File: src/rtl/ptrs_pkg.sv
// Package for the periodic task release scheduler.
// Command and result codes, controller states, controller/datapath structs.
// No dependencies.
package ptrs_pkg;

    localparam int MAX_RESULTS = 8;
    localparam int CNT_W       = $clog2(MAX_RESULTS + 1);

    typedef enum logic [2:0] {
        CMD_TICK    = 3'd0,
        CMD_CREATE  = 3'd1,
        CMD_RESUME  = 3'd2,
        CMD_SUSPEND = 3'd3,
        CMD_DELETE  = 3'd4
    } t_cmd;

    typedef enum logic [1:0] {
        KIND_ACCEPT   = 2'd0,
        KIND_REJECT   = 2'd1,
        KIND_DISPATCH = 2'd2,
        KIND_IDLE     = 2'd3
    } t_kind;

    typedef enum logic [1:0] {
        ST_IDLE,
        ST_EXEC,
        ST_WALK,
        ST_FLUSH
    } t_state;

    // controller -> datapath
    typedef struct packed {
        logic latch;
        logic walk_start;
        logic consume;
        logic issue;
        logic create_do;
        logic resume_do;
        logic suspend_do;
        logic delete_do;
        logic flush_do;
    } t_dp_cmd;

    // datapath -> controller
    typedef struct packed {
        t_cmd cmd;
        logic blocked;
        logic rd_done;
        logic loadable;
    } t_dp_stat;

endpackage

File: src/rtl/ptrs_ctrl.sv
// Controller state machine for the periodic task release scheduler.
// Sequences command execution and the slot walk; uses ptrs_pkg.
module ptrs_ctrl (
    input  logic                i_clk,
    input  logic                i_rst_n,
    input  logic                i_valid,
    input  ptrs_pkg::t_dp_stat  i_stat,
    output ptrs_pkg::t_dp_cmd   o_cmd,
    output logic                o_stall
);

    ptrs_pkg::t_state r_state;
    ptrs_pkg::t_state n_state;

    always_ff @(posedge i_clk) begin
        if (!i_rst_n) begin
            r_state <= ptrs_pkg::ST_IDLE;
        end else begin
            r_state <= n_state;
        end
    end

    always_comb begin
        n_state = r_state;
        o_cmd   = '0;
        o_stall = (r_state != ptrs_pkg::ST_IDLE);
        unique case (r_state)
            ptrs_pkg::ST_IDLE: begin
                if (i_valid) begin
                    o_cmd.latch = 1'b1;
                    n_state     = ptrs_pkg::ST_EXEC;
                end
            end
            ptrs_pkg::ST_EXEC: begin
                unique case (i_stat.cmd)
                    ptrs_pkg::CMD_TICK: begin
                        o_cmd.walk_start = 1'b1;
                        n_state          = ptrs_pkg::ST_WALK;
                    end
                    ptrs_pkg::CMD_CREATE: begin
                        if (i_stat.loadable) begin
                            o_cmd.create_do = 1'b1;
                            n_state         = ptrs_pkg::ST_IDLE;
                        end
                    end
                    ptrs_pkg::CMD_RESUME: begin
                        o_cmd.resume_do = 1'b1;
                        n_state         = ptrs_pkg::ST_IDLE;
                    end
                    ptrs_pkg::CMD_SUSPEND: begin
                        o_cmd.suspend_do = 1'b1;
                        n_state          = ptrs_pkg::ST_IDLE;
                    end
                    ptrs_pkg::CMD_DELETE: begin
                        o_cmd.delete_do = 1'b1;
                        n_state         = ptrs_pkg::ST_IDLE;
                    end
                    default: begin
                        n_state = ptrs_pkg::ST_IDLE;
                    end
                endcase
            end
            ptrs_pkg::ST_WALK: begin
                if (!i_stat.blocked) begin
                    o_cmd.consume = 1'b1;
                    if (!i_stat.rd_done) begin
                        o_cmd.issue = 1'b1;
                    end else begin
                        n_state = ptrs_pkg::ST_FLUSH;
                    end
                end
            end
            ptrs_pkg::ST_FLUSH: begin
                if (i_stat.loadable) begin
                    o_cmd.flush_do = 1'b1;
                    n_state        = ptrs_pkg::ST_IDLE;
                end
            end
            default: begin
                n_state = ptrs_pkg::ST_IDLE;
            end
        endcase
    end

endmodule

File: src/rtl/ptrs_datapath.sv
// Datapath for the periodic task release scheduler: slot flags, period and
// countdown memory, walk pipeline, held dispatch and output register. Uses ptrs_pkg.
module ptrs_datapath #(
    parameter int SLOT_COUNT = 8
) (
    input  logic               i_clk,
    input  logic               i_rst_n,
    input  ptrs_pkg::t_dp_cmd  i_cmd,
    output ptrs_pkg::t_dp_stat o_stat,
    input  logic [2:0]         i_command,
    input  logic [2:0]         i_slot,
    input  logic [15:0]        i_period,
    input  logic [7:0]         i_first_delay,
    output logic               o_valid,
    input  logic               i_stall,
    output logic [1:0]         o_kind,
    output logic [2:0]         o_task_index,
    output logic               o_last
);

    localparam int IW = (SLOT_COUNT > 1) ? $clog2(SLOT_COUNT) : 1;
    localparam int CW = $clog2(SLOT_COUNT + 1);

    // latched transaction
    ptrs_pkg::t_cmd r_cmd;
    logic [2:0]     r_slot;
    logic [15:0]    r_period;
    logic [7:0]     r_first_delay;

    // slot flags; r_written marks memory entries holding a real countdown
    logic [SLOT_COUNT-1:0] r_used;
    logic [SLOT_COUNT-1:0] r_resumed;
    logic [SLOT_COUNT-1:0] r_written;

    // {period, countdown} per slot
    logic [31:0] r_mem [SLOT_COUNT];
    logic [31:0] r_rd_data;

    logic [CW-1:0] r_rd_ptr;
    logic [IW-1:0] r_st_idx;

    logic                     r_held_v;
    logic [IW-1:0]            r_held_idx;
    logic [ptrs_pkg::CNT_W-1:0] r_cnt;

    logic            r_o_valid;
    ptrs_pkg::t_kind r_kind;
    logic [2:0]      r_task_idx;
    logic            r_o_last;

    logic          loadable;
    logic          in_range;
    logic [IW-1:0] slot_idx;
    logic          create_ok;
    logic [15:0]   cd;
    logic [15:0]   per;
    logic          disp;
    logic          dec;
    logic          report;
    logic          push_held;
    logic          mem_we;
    logic [IW-1:0] mem_waddr;
    logic [31:0]   mem_wdata;

    assign loadable  = !r_o_valid || !i_stall;
    assign in_range  = (32'(r_slot) < SLOT_COUNT);
    assign slot_idx  = IW'(r_slot);
    assign create_ok = in_range && !r_used[slot_idx];

    assign cd     = r_written[r_st_idx] ? r_rd_data[15:0] : 16'd0;
    assign per    = r_rd_data[31:16];
    assign disp   = r_resumed[r_st_idx] && (cd == 16'd0) && r_used[r_st_idx];
    assign dec    = r_resumed[r_st_idx] && (cd != 16'd0);
    assign report = disp && (32'(r_cnt) < ptrs_pkg::MAX_RESULTS);
    assign push_held = i_cmd.consume && report && r_held_v;

    assign o_stat.cmd      = r_cmd;
    assign o_stat.blocked  = report && r_held_v && !loadable;
    assign o_stat.rd_done  = (r_rd_ptr == CW'(SLOT_COUNT));
    assign o_stat.loadable = loadable;

    always_comb begin
        mem_we    = 1'b0;
        mem_waddr = r_st_idx;
        mem_wdata = {per, disp ? (per - 16'd1) : (cd - 16'd1)};
        if (i_cmd.create_do && create_ok) begin
            mem_we    = 1'b1;
            mem_waddr = slot_idx;
            mem_wdata = {r_period, 8'd0, r_first_delay};
        end else if (i_cmd.consume && (disp || dec)) begin
            mem_we = 1'b1;
        end
    end

    always_ff @(posedge i_clk) begin
        if (mem_we) begin
            r_mem[mem_waddr] <= mem_wdata;
        end
        if (i_cmd.walk_start) begin
            r_rd_data <= r_mem[0];
        end else if (i_cmd.issue) begin
            r_rd_data <= r_mem[r_rd_ptr[IW-1:0]];
        end
    end

    always_ff @(posedge i_clk) begin
        if (i_cmd.latch) begin
            r_cmd         <= ptrs_pkg::t_cmd'(i_command);
            r_slot        <= i_slot;
            r_period      <= i_period;
            r_first_delay <= i_first_delay;
        end
    end

    always_ff @(posedge i_clk) begin
        if (!i_rst_n) begin
            r_used    <= '0;
            r_resumed <= '0;
            r_written <= '0;
        end else begin
            if (i_cmd.create_do && create_ok) begin
                r_used[slot_idx]    <= 1'b1;
                r_resumed[slot_idx] <= 1'b1;
                r_written[slot_idx] <= 1'b1;
            end
            if (i_cmd.resume_do && in_range) begin
                r_resumed[slot_idx] <= 1'b1;
            end
            if (i_cmd.suspend_do && in_range) begin
                r_resumed[slot_idx] <= 1'b0;
            end
            if (i_cmd.delete_do && in_range) begin
                r_used[slot_idx] <= 1'b0;
            end
        end
    end

    // walk pipeline and held dispatch
    always_ff @(posedge i_clk) begin
        if (!i_rst_n) begin
            r_rd_ptr <= '0;
            r_st_idx <= '0;
            r_held_v <= 1'b0;
            r_cnt    <= '0;
        end else begin
            if (i_cmd.walk_start) begin
                r_rd_ptr <= CW'(1);
                r_st_idx <= '0;
                r_held_v <= 1'b0;
                r_cnt    <= '0;
            end else begin
                if (i_cmd.issue) begin
                    r_rd_ptr <= r_rd_ptr + CW'(1);
                    r_st_idx <= r_rd_ptr[IW-1:0];
                end
                if (i_cmd.consume && report) begin
                    r_held_v <= 1'b1;
                    r_cnt    <= r_cnt + ptrs_pkg::CNT_W'(1);
                end
            end
        end
    end

    always_ff @(posedge i_clk) begin
        if (i_cmd.consume && report) begin
            r_held_idx <= r_st_idx;
        end
    end

    // output register
    always_ff @(posedge i_clk) begin
        if (!i_rst_n) begin
            r_o_valid <= 1'b0;
        end else if (i_cmd.create_do || i_cmd.flush_do || push_held) begin
            r_o_valid <= 1'b1;
        end else if (!i_stall) begin
            r_o_valid <= 1'b0;
        end
    end

    always_ff @(posedge i_clk) begin
        if (i_cmd.create_do) begin
            r_kind     <= create_ok ? ptrs_pkg::KIND_ACCEPT : ptrs_pkg::KIND_REJECT;
            r_task_idx <= r_slot;
            r_o_last   <= 1'b1;
        end else if (i_cmd.flush_do) begin
            r_kind     <= r_held_v ? ptrs_pkg::KIND_DISPATCH : ptrs_pkg::KIND_IDLE;
            r_task_idx <= r_held_v ? 3'(r_held_idx) : 3'd0;
            r_o_last   <= 1'b1;
        end else if (push_held) begin
            r_kind     <= ptrs_pkg::KIND_DISPATCH;
            r_task_idx <= 3'(r_held_idx);
            r_o_last   <= 1'b0;
        end
    end

    assign o_valid      = r_o_valid;
    assign o_kind       = r_kind;
    assign o_task_index = r_task_idx;
    assign o_last       = r_o_last;

    a_held_counted: assert property (@(posedge i_clk) disable iff (!i_rst_n)
        r_held_v |-> (r_cnt != '0))
        else $error("held dispatch without count");

    a_cnt_cap: assert property (@(posedge i_clk) disable iff (!i_rst_n)
        32'(r_cnt) <= ptrs_pkg::MAX_RESULTS)
        else $error("dispatch count above cap");

    a_final_result: assert property (@(posedge i_clk) disable iff (!i_rst_n)
        (i_cmd.create_do || i_cmd.flush_do) |=> (r_o_valid && r_o_last))
        else $error("final result not presented");

    a_push_room: assert property (@(posedge i_clk) disable iff (!i_rst_n)
        push_held |-> loadable)
        else $error("held dispatch pushed into a full output");

endmodule

File: src/rtl/periodic_task_release_scheduler.sv
// Top level of the periodic task release scheduler.
// Instantiates ptrs_ctrl and ptrs_datapath; uses ptrs_pkg.
//
// Usage:
//  - Input channel (i_valid / o_stall) carries one command transaction:
//    tick, create, resume, suspend or delete, with slot, period and first
//    delay. A transaction is taken when i_valid is high and o_stall low.
//  - Output channel (o_valid / i_stall) carries result transactions: kind,
//    task index and a last flag on the final result of a command.
//  - Resume, suspend, delete and unknown codes give no result and pass
//    through the execute state before the next transaction is taken;
//    create waits there until the result register can take its result.
//  - A tick walks all SLOT_COUNT slots through the period/countdown memory
//    behind a registered read, one slot per cycle unless the walk waits
//    on a full result register.
//  - The last dispatch found is held back until the walk ends so that it
//    can carry the last flag; an idle result is given when nothing fires.
//    At most eight dispatches are reported per tick.
//  - A stall on the output holds the result register; the walk waits on
//    the next dispatch while the register stays full, and o_stall stays
//    high until the command is done.
//  - Synchronous active-low reset clears all slot flags and the controller;
//    no clearing pass is needed since memory entries are flagged on create.
module periodic_task_release_scheduler #(
    parameter int SLOT_COUNT = 8
) (
    input  logic        i_clk,
    input  logic        i_rst_n,
    input  logic        i_valid,
    output logic        o_stall,
    input  logic [2:0]  i_command,
    input  logic [2:0]  i_slot,
    input  logic [15:0] i_period,
    input  logic [7:0]  i_first_delay,
    output logic        o_valid,
    input  logic        i_stall,
    output logic [1:0]  o_kind,
    output logic [2:0]  o_task_index,
    output logic        o_last
);

    ptrs_pkg::t_dp_cmd  dp_cmd;
    ptrs_pkg::t_dp_stat dp_stat;

    // command sequencing
    ptrs_ctrl u_ctrl (
        .i_clk   (i_clk),
        .i_rst_n (i_rst_n),
        .i_valid (i_valid),
        .i_stat  (dp_stat),
        .o_cmd   (dp_cmd),
        .o_stall (o_stall)
    );

    // slot table, walk pipeline and result register
    ptrs_datapath #(
        .SLOT_COUNT (SLOT_COUNT)
    ) u_datapath (
        .i_clk         (i_clk),
        .i_rst_n       (i_rst_n),
        .i_cmd         (dp_cmd),
        .o_stat        (dp_stat),
        .i_command     (i_command),
        .i_slot        (i_slot),
        .i_period      (i_period),
        .i_first_delay (i_first_delay),
        .o_valid       (o_valid),
        .i_stall       (i_stall),
        .o_kind        (o_kind),
        .o_task_index  (o_task_index),
        .o_last        (o_last)
    );

endmodule

File: config.mk
export PLATFORM = sky130hd
export DESIGN_NAME = periodic_task_release_scheduler
export DESIGN_NICKNAME = d
export VERILOG_FILES = /design/src/rtl/ptrs_pkg.sv /design/src/rtl/ptrs_ctrl.sv /design/src/rtl/ptrs_datapath.sv /design/src/rtl/periodic_task_release_scheduler.sv
export SDC_FILE = /design/constraint.sdc
export NUM_CORES = 1
export LEC_CHECK = 0
export BUFFER_PORTS_ARGS = -buffer_cell sky130_fd_sc_hd__buf_2
export CAP_MARGIN = 20
export CORE_MARGIN = 4
export CORE_UTILIZATION = 62
export CTS_CLUSTER_SIZE = 25
export DETAILED_ROUTE_END_ITERATION = 10
export PLACE_DENSITY_LB_ADDON = 0.25
export SYNTH_ARGS = -nofsm -noshare
export SYNTH_HDL_FRONTEND = slang
export SYNTH_HIERARCHICAL = 1
export SYNTH_SLANG_ARGS = --single-unit
File: constraint.sdc
create_clock -name i_clk -period 6 [get_ports i_clk]
set_input_delay 0.6 -clock i_clk [delete_from_list [all_inputs] [get_ports i_clk]]
set_output_delay 0.6 -clock i_clk [all_outputs]
set_load 0.03 [all_outputs]
## After elaboration in Yosys (flattened, before gate mapping)

Memories as Yosys holds them, arrays and structs flattened.
Cells that the tools add are included.

| operators by class | value |
|---|---|
| multiplexer cells | 61 |
| order comparisons | 4 |
| bitwise operators | 8 |
| equal/unequal tests | 12 |
| reduce and logical (&&, ||, !) cells | 29 |
| add/sub/neg operators | 4 |

Operators by type and width:

| kind | count |
|---|---|
| 32-bit 2-to-1 mux | 3 |
| 8-bit 2-to-1 mux | 8 |
| 16-bit 2-to-1 mux | 2 |
| 8-bit bitwise OR | 4 |
| 16-bit by 1-bit subtractor with 16-bit output, second input constant | 2 |
| 1-bit 2-to-1 mux | 26 |
| 2-bit 2-to-1 mux | 9 |
| 8-bit bitwise AND | 2 |
| 16-bit logical NOT | 1 |
| 16-bit nonzero test | 1 |
| 3-bit 2-to-1 mux | 5 |
| 1-bit binary-select mux with 3-bit select | 4 |
| 1-bit logical AND | 11 |
| 4-bit by 1-bit adder with 4-bit output, second input constant | 2 |
| 3-bit by 4-bit < comparator with 1-bit output, second input constant | 2 |
| 8-bit inverter | 1 |
| 2-bit one-hot mux with 4 select lines | 1 |
| 3-bit by 2-bit equality test with 1-bit output, second input constant | 2 |
| 2-bit equality test, second input constant | 2 |
| 4-bit equality test, second input constant | 1 |
| 1-bit logical NOT | 4 |
| 1-bit logical OR | 4 |
| 4-bit < comparator, second input constant | 1 |
| 4-bit 2-to-1 mux | 1 |
| other kinds (15) | 19 |

| word-level totals | value |
|---|---|
| memories kept | 1 |
| output and inout bits | 8 |
| bits in registers | 110 |
| input port bits | 34 |
| memory bits (writable) | 256 |

Memories:

| memory | words | width | read ports | clocked after memory_dff | write ports | line | text |
|---|---|---|---|---|---|---|---|
| u_datapath.r_mem | 8 | 32 | 2 | 0 | 1 | ptrs_datapath.sv:36 | `logic [31:0] r_mem [SLOT_COUNT];` |

## Logic depth before layout (Yosys ltp)

Gate-level depths: netlist (run 1).

| logic depth | value |
|---|---|
| depth after elaboration | 16 |
| mapped depth | 13 |

## Modules after synthesis

Netlist (run 1), hierarchy kept.

By module, submodules not included:

| module | area each (sq um) | instances | cells an instance |
|---|---|---|---|
| ptrs_datapath | 14935.6 | 1 | 919 |
| ptrs_ctrl | 203.9 | 1 | 28 |

## Worst setup path before layout (run 1)

OpenSTA, ideal clock, no wires.

| timing | value |
|---|---|
| path kind | flip-flop to flip-flop |
| from | register u_datapath.r_st_idx[0] |
| to | memory u_datapath.r_mem[6][0] (enable) |
| data required time | 5.579 ns |
| path buffers | 2 |
| arrival time | 3.786 ns |
| setup time | 0.421 ns |
| stages on the path, launching flop included | 12 |
| slack | 1.793 ns |
| period minus slack after synthesis | 4.207 ns |
| path through | dfxtp_1 buf_6 mux2_1 mux4_2 nor2b_4 o21ai_2 buf_6 nor4_1 nor2_1 a31oi_1 or2_2 nor2_1 |

RTL lines:

| element | line | text |
|---|---|---|
| start, declared | ptrs_datapath.sv:40 | `logic [IW-1:0] r_st_idx;` |
| start signal, assigned | ptrs_datapath.sv:154 | `r_st_idx <= r_rd_ptr[IW-1:0];` |
| end, declared | ptrs_datapath.sv:36 |  |

==> results of run 1 <==
## cell usage after synthesis (3+ instances only)
library cell    n  area [sq um]
or2_2           4          25.0
xor2_1          7          61.3
edfxtp_1      326          9790
xnor2_1         7          61.3
dfxtp_1        40           801
nor2b_1         3          18.8
and2_1          9          56.3
buf_2           8          40.0
nor3_1         19          95.1
a22oi_2         3          37.5
buf_1           7          26.3
mux2i_1        39           390
o21a_1         13          97.6
ha_1            4          50.1
nor4_1          5          31.3
a21oi_1        21           105
or4_1           3          22.5
a22oi_1        10          75.1
buf_6           3          33.8
a31oi_1         5          31.3
inv_1           7          26.3
nor2_1         53           199
a211oi_1       14           105
and2b_1         3          22.5
clkbuf_1       37           139
nand2b_1        7          43.8
mux4_2         68          1530
o21ai_1        10          50.1
nand2_1       113           424
mux2_1          3          33.8
o21ai_0        43           215
or3_1           4          25.0
## final timing paths
path | from | endpoint | slack, ns | cells past startpoint
max reg2reg | u_datapath/r_st_idx[0] | u_datapath/r_mem[0][3] | 1.34 | 9
max | u_datapath/r_st_idx[0] | u_datapath/r_mem[0][3] | 1.34 | 9
min reg2reg | u_datapath/o_last | u_datapath/o_last | 0.46 | 1
min | i_period[10] | u_datapath/r_period[10] | 0.24 | 1
## registers in the layout (all words and copies together) (netlist names), 8 cells and up
name                      flops
u_datapath/r_rd_data         32
u_datapath/r_mem            256
u_datapath/r_written          8
u_datapath/r_period          16
u_datapath/r_first_delay      8
u_datapath/r_used             8
u_datapath/r_resumed          8
## placed cells by master, fill, tap and decap left out, drive strengths merged, types with 5 or more instances in the layout
cell / count
nand2b: 7
o21a: 14
o21ai: 54
clkinv: 12
buf: 57
dfxtp: 40
edfxtp: 326
nand2: 114
bufinv: 5
mux2i: 39
clkbuf: 50
xor2: 7
xnor2: 7
a31oi: 5
inv: 8
nor4: 8
a211oi: 15
and2: 10
a21oi: 21
nor3: 20
a22oi: 13
mux4: 68
nor2: 53
mux2: 6
## final cells by class
class / instances / share of cell area
sequential: 366 / 0.624
multi-input combinational: 517 / 0.257
clock buffer: 50 / 0.0612
clock inverter: 17 / 0.0136
timing repair buffer: 57 / 0.0192
inverter: 8 / 0.00177
tap: 319 / 0.0235
## logic make-up after synthesis
logic type | Yosys count | synth area share
compound gates | 141 | 0.0602
xor+xnor | 14 | 0.00810
fa+ha+maj | 4 | 0.00331
buf+inv | 64 | 0.0183
flops | 366 | 0.700
mux | 113 | 0.132
simple gates | 245 | 0.0790
## report_power, final
group	total [mW]	switching (mW)	internal, mW	leakage, nW
Combinational	0.131	0.0807	0.0502	1.43
Clock	2.37	0.925	1.44	0.619
Sequential	2.82	0.0266	2.79	3.43
## metal layers
layer,track usage,up-vias,part of all wire
met5,0,-,0
met4,0.0743,0,0.024
met3,0.0331,65,0.076
met2,0.388,375,0.48
met1,0.368,4287,0.42
li1,-,3765,-
==> results.toml, run 1 <==
[global_route]
grt_pass1_vias = 8517
grt_remaining_overflow = 0
overall_global_routing_resource_usage = 0.246
grt_start_max_net_pins = 70
antenna_found_initial = 0
grt_first_pass_wirelength_microns = 49900

[final_layout]
post_layout_nonfiller_instances = 1334
finish.instance_area_sq_um = 17000
finalCoreUtilization = 0.715
layout.filler_cells = 1454
finish.net_count = 1025
layout-drive-gt1-share = 0.217
area_taken_by_flip_flops_and_latches_sq_um = 10600
syn_to_final_growth_pct = 12.2
multiInputGateArea_sq_um = 4360
diodes = 0

[sta]
worst-slew-pin-transition_ns = 1.08
timing_max_transition_violations_final = 0
rsz0062_at_grt = "no"
fin_skew_ns = 0.0205
clock.fmax_mhz = 215
final_critical_path_setup_slack_ns = 1.34
post-route-min-period_ns = 4.66
worst_hold_slack_ns = 0.242
worst_slew_margin_rel = 0.280
setup_violations = 0
finalHoldViolCount = 0
tns_ns = 0
layout_worst_path_cycle_share = 0.777

[placed_design]
placement.io_buffers = 41
dp_hpwl_microns = 19300
placed_cells = 1267
detailedPlace.worstSlack_ns = 1.43
place.gp.congestion = 0.888
place_area_sq_um = 15700

[worst_setup_path]
crit_chain = "a2111oi_1, or4_1, o21ai_2, nor4_1, nor2_1, a31oi_1, or2_2, nor2_4, buf_4"
critical_path_required_ns = 6.21
crit_path_start_kind = "flop"
worstPathMaxFanout = 17
critPathTopFamily = "simple AND/OR/NAND/NOR gates"
slowest_delay_ns = 0.76
cp_slowest_cell = "dfxtp_1"
arrival_ns = 4.87
path_class = "reg2reg"
critPathBufInv = 1
crit_path_end_kind = "flop"

[power]
ir_worst_vdd_uv = 266
power.density_cell_area_nw_per_um2 = 313
power.leakage_nw = 5.48
report.power.total_mw = 5.31

[logic_synthesis]
yosysUniqueCellTypes = 71
synth_seq_cells = 366
syn-num-nets = 985
synth_area_sq_um = 15100
synth_enable_flop_cells = 326
synth_seq_area_share = 0.700
syn-instance-count = 947
synth_top_flop_cell = "edfxtp_1"
postSynth.asyncResetShare = 0
avgSynthCellArea_sq_um = 16.0
synth_warnings = 6

[floorplan]
fp.dieH_microns = 164
design.die.area_sq_um = 27000
core-area_sq_um = 23800
design.portCount = 42
initial_utilization = 0.637
fp-row-count = 56
die_w_microns = 164

[clock_network]
cts-buffers-inserted = 37
clockBufferDepth = 3
post_cts_resize_count = 0
maximum_level_of_the_cts_h_tree = 2
cts_hold_buffers = 0
path_clk_slew_ns = 0.06
cts.sinks = 366
cts_post_setup_buffers_inserted = 0
buffer_cell_driving_the_clock_tree_root = "clkbuf_16"
clk-insertion-delay-late_ns = 0.53
tritoncts = "yes"

[detailed_routing]
vias_per_cell = 6.37
drt_pre_antenna_iters = 5
dr.first_iter.drc_count = 851
num_vias = 8492
remaining_routing_drc_violations = 0
final_antenna_net_count = 0
routed_wl_microns = 31900
route.detailed.wl_per_inst_microns = 23.9

[run_status]
outcome = "finished clean"

[flow_run]
cap_violations = 0

[worst_hold_path]
hold_path_class = "in2reg"
Power figures use the tool's default switching activity.
==> run 2: changes to the inputs <==
CORE_UTILIZATION = 56   (was 62)
clock period = 4.25 ns   (was 6 ns; I/O delays follow)
==> run 2 against run 1 <==
Net effect: global-route usage decreased by 2.1 points; combinational power up 54%; total power is 35% higher; critical path depth rose by 1; sequential share of layout area grew 0.16 points.
==> results.toml, run 2 (synthesis gave the netlist of run 1 again) <==
[worst_setup_path]
crit_path_end_kind = "flop"
crit_path_start_kind = "flop"
timing.reg2reg.worst_path_depth = 10
critical_path_required_ns = 4.39
arrival_ns = 3.88
worstPathMaxFanout = 32
path_class = "reg2reg"

[power]
ir_worst_vdd_uv = 375
power.leakage_nw = 5.45
power.density_cell_area_nw_per_um2 = 423

[global_route]
grt_start_max_net_pins = 69
use_met2 = 0.368
grt_remaining_overflow = 0
gr-usage-met1 = 0.322
grt.busiest_layer = "met2"
overall_global_routing_resource_usage = 0.226
grt_first_pass_wirelength_microns = 50200
grt_util_met3 = 0.0359
grt_pass1_vias = 8537
antenna_found_initial = 0

[detailed_routing]
drt_pre_antenna_iters = 5
final_antenna_net_count = 0
num_vias = 8377
vias_per_cell = 6.18
route.detailed.wl_per_inst_microns = 23.9
remaining_routing_drc_violations = 0
dr.first_iter.drc_count = 834
routed_wl_microns = 32400

[sta]
tns_ns = 0
setup_violations = 0
fin_skew_ns = 0.0162
worst-slew-pin-transition_ns = 1.05
finalHoldViolCount = 0
timing_max_transition_violations_final = 0
rsz0062_at_grt = "no"
layout_worst_path_cycle_share = 0.879
worst_slew_margin_rel = 0.296
worst_hold_slack_ns = 0.0783
clock.fmax_mhz = 268
final_critical_path_setup_slack_ns = 0.514
post-route-min-period_ns = 3.74

[placed_design]
placement.io_buffers = 41
place_area_sq_um = 15800
dp_hpwl_microns = 19100
detailedPlace.worstSlack_ns = 0.252
place.gp.congestion = 0.878
placed_cells = 1292

[final_layout]
post_layout_nonfiller_instances = 1355
layout_commonest_cell = "edfxtp_1"
syn_to_final_growth_pct = 11.9
finish.net_count = 1034
layout.filler_cells = 1792
top_register = "u_datapath/r_mem"
diodes = 0
finish.instance_area_sq_um = 16900
layout-drive-gt1-share = 0.222
layout.cells.most_common_list = "edfxtp_1, nand2_1, mux4_2"
largest_reg_flops = 256
layout_top_registers = "u_datapath/r_mem (256), u_datapath/r_rd_data (32), u_datapath/r_period (16)"

[clock_network]
maximum_level_of_the_cts_h_tree = 2
clk-insertion-delay-late_ns = 0.52
cts-buffers-inserted = 36
cts.sinks = 366
clockBufferDepth = 3
path_clk_slew_ns = 0.06
buffer_cell_driving_the_clock_tree_root = "clkbuf_16"
tritoncts = "yes"

[floorplan]
design.portCount = 42
design.die.area_sq_um = 29700
initial_utilization = 0.574
die_w_microns = 172
fp.dieH_microns = 172
core-area_sq_um = 26400
fp-row-count = 59

[worst_hold_path]
worst_hold_path.num_cells = 1
hold_path_class = "in2reg"

[flow_run]
cap_violations = 0

[run_status]
outcome = "finished clean"
[run 2: path summary, 6_finish.rpt]
| check | endpoint | from | slack (ns) |
|---|---|---|---|
| worst min-delay path | u_datapath/r_period[3] | i_period[3] | 0.08 |
| worst max register to register | u_datapath/r_mem[5][5] | u_ctrl/r_state[0] | 0.51 |
| worst min register to register | u_datapath/r_written[6] | u_datapath/r_written[6] | 0.47 |
| worst max-delay path | u_datapath/r_mem[5][5] | u_ctrl/r_state[0] | 0.51 |
[run 2: report_power, final]
part	internal (mW)	total (mW)	leakage, nW	switching (mW)
combinational	0.0742	0.202	1.48	0.127
sequential	3.94	3.96	3.43	0.0275
clock	1.74	3.01	0.538	1.27
[run 2: what timing repair did]
item,in CTS,in global routing
setup endpoints to repair,0,52
hold buffers,0,0
resized for setup,0,1
buffers inserted,0,1
[run 2: cell type report]
cell class              count  area (sq um)  area share
flip-flops and latches    366         10600       0.626
clock buffers              43           927      0.0547
inverters                   8          30.0     0.00177
clock inverters            19           178      0.0105
multi-input cells         517          4360       0.257
repair buffers             67           425      0.0251
well taps                 335           419      0.0247
[run 2: per-layer routing]
layer	vias to the layer above	part of all wire
li1	3771	-
met1	4271	0.43
met2	278	0.49
met3	57	0.058
met4	0	0.023
met5	-	0
[run 2: critical path, stage by stage, from the launching register on]
cell	delay (ns)
dfxtp_1	0.42
nor3b_4	0.28
and4b_1	0.42
inv_1	0.12
a221o_1	0.40
a21oi_4	0.16
buf_4	0.29
buf_4	0.40
a21oi_1	0.23
nor2_4	0.12
buf_4	0.51
[run 2: through the flow]
stage / utilization / total power [mW]
after floorplan: - / 4.16
after global placement: 0.600 / 4.24
after detailed placement: 0.600 / 4.24
after CTS: 0.642 / 7.23
after global routing: 0.643 / 7.40
final: 0.643 / 7.17
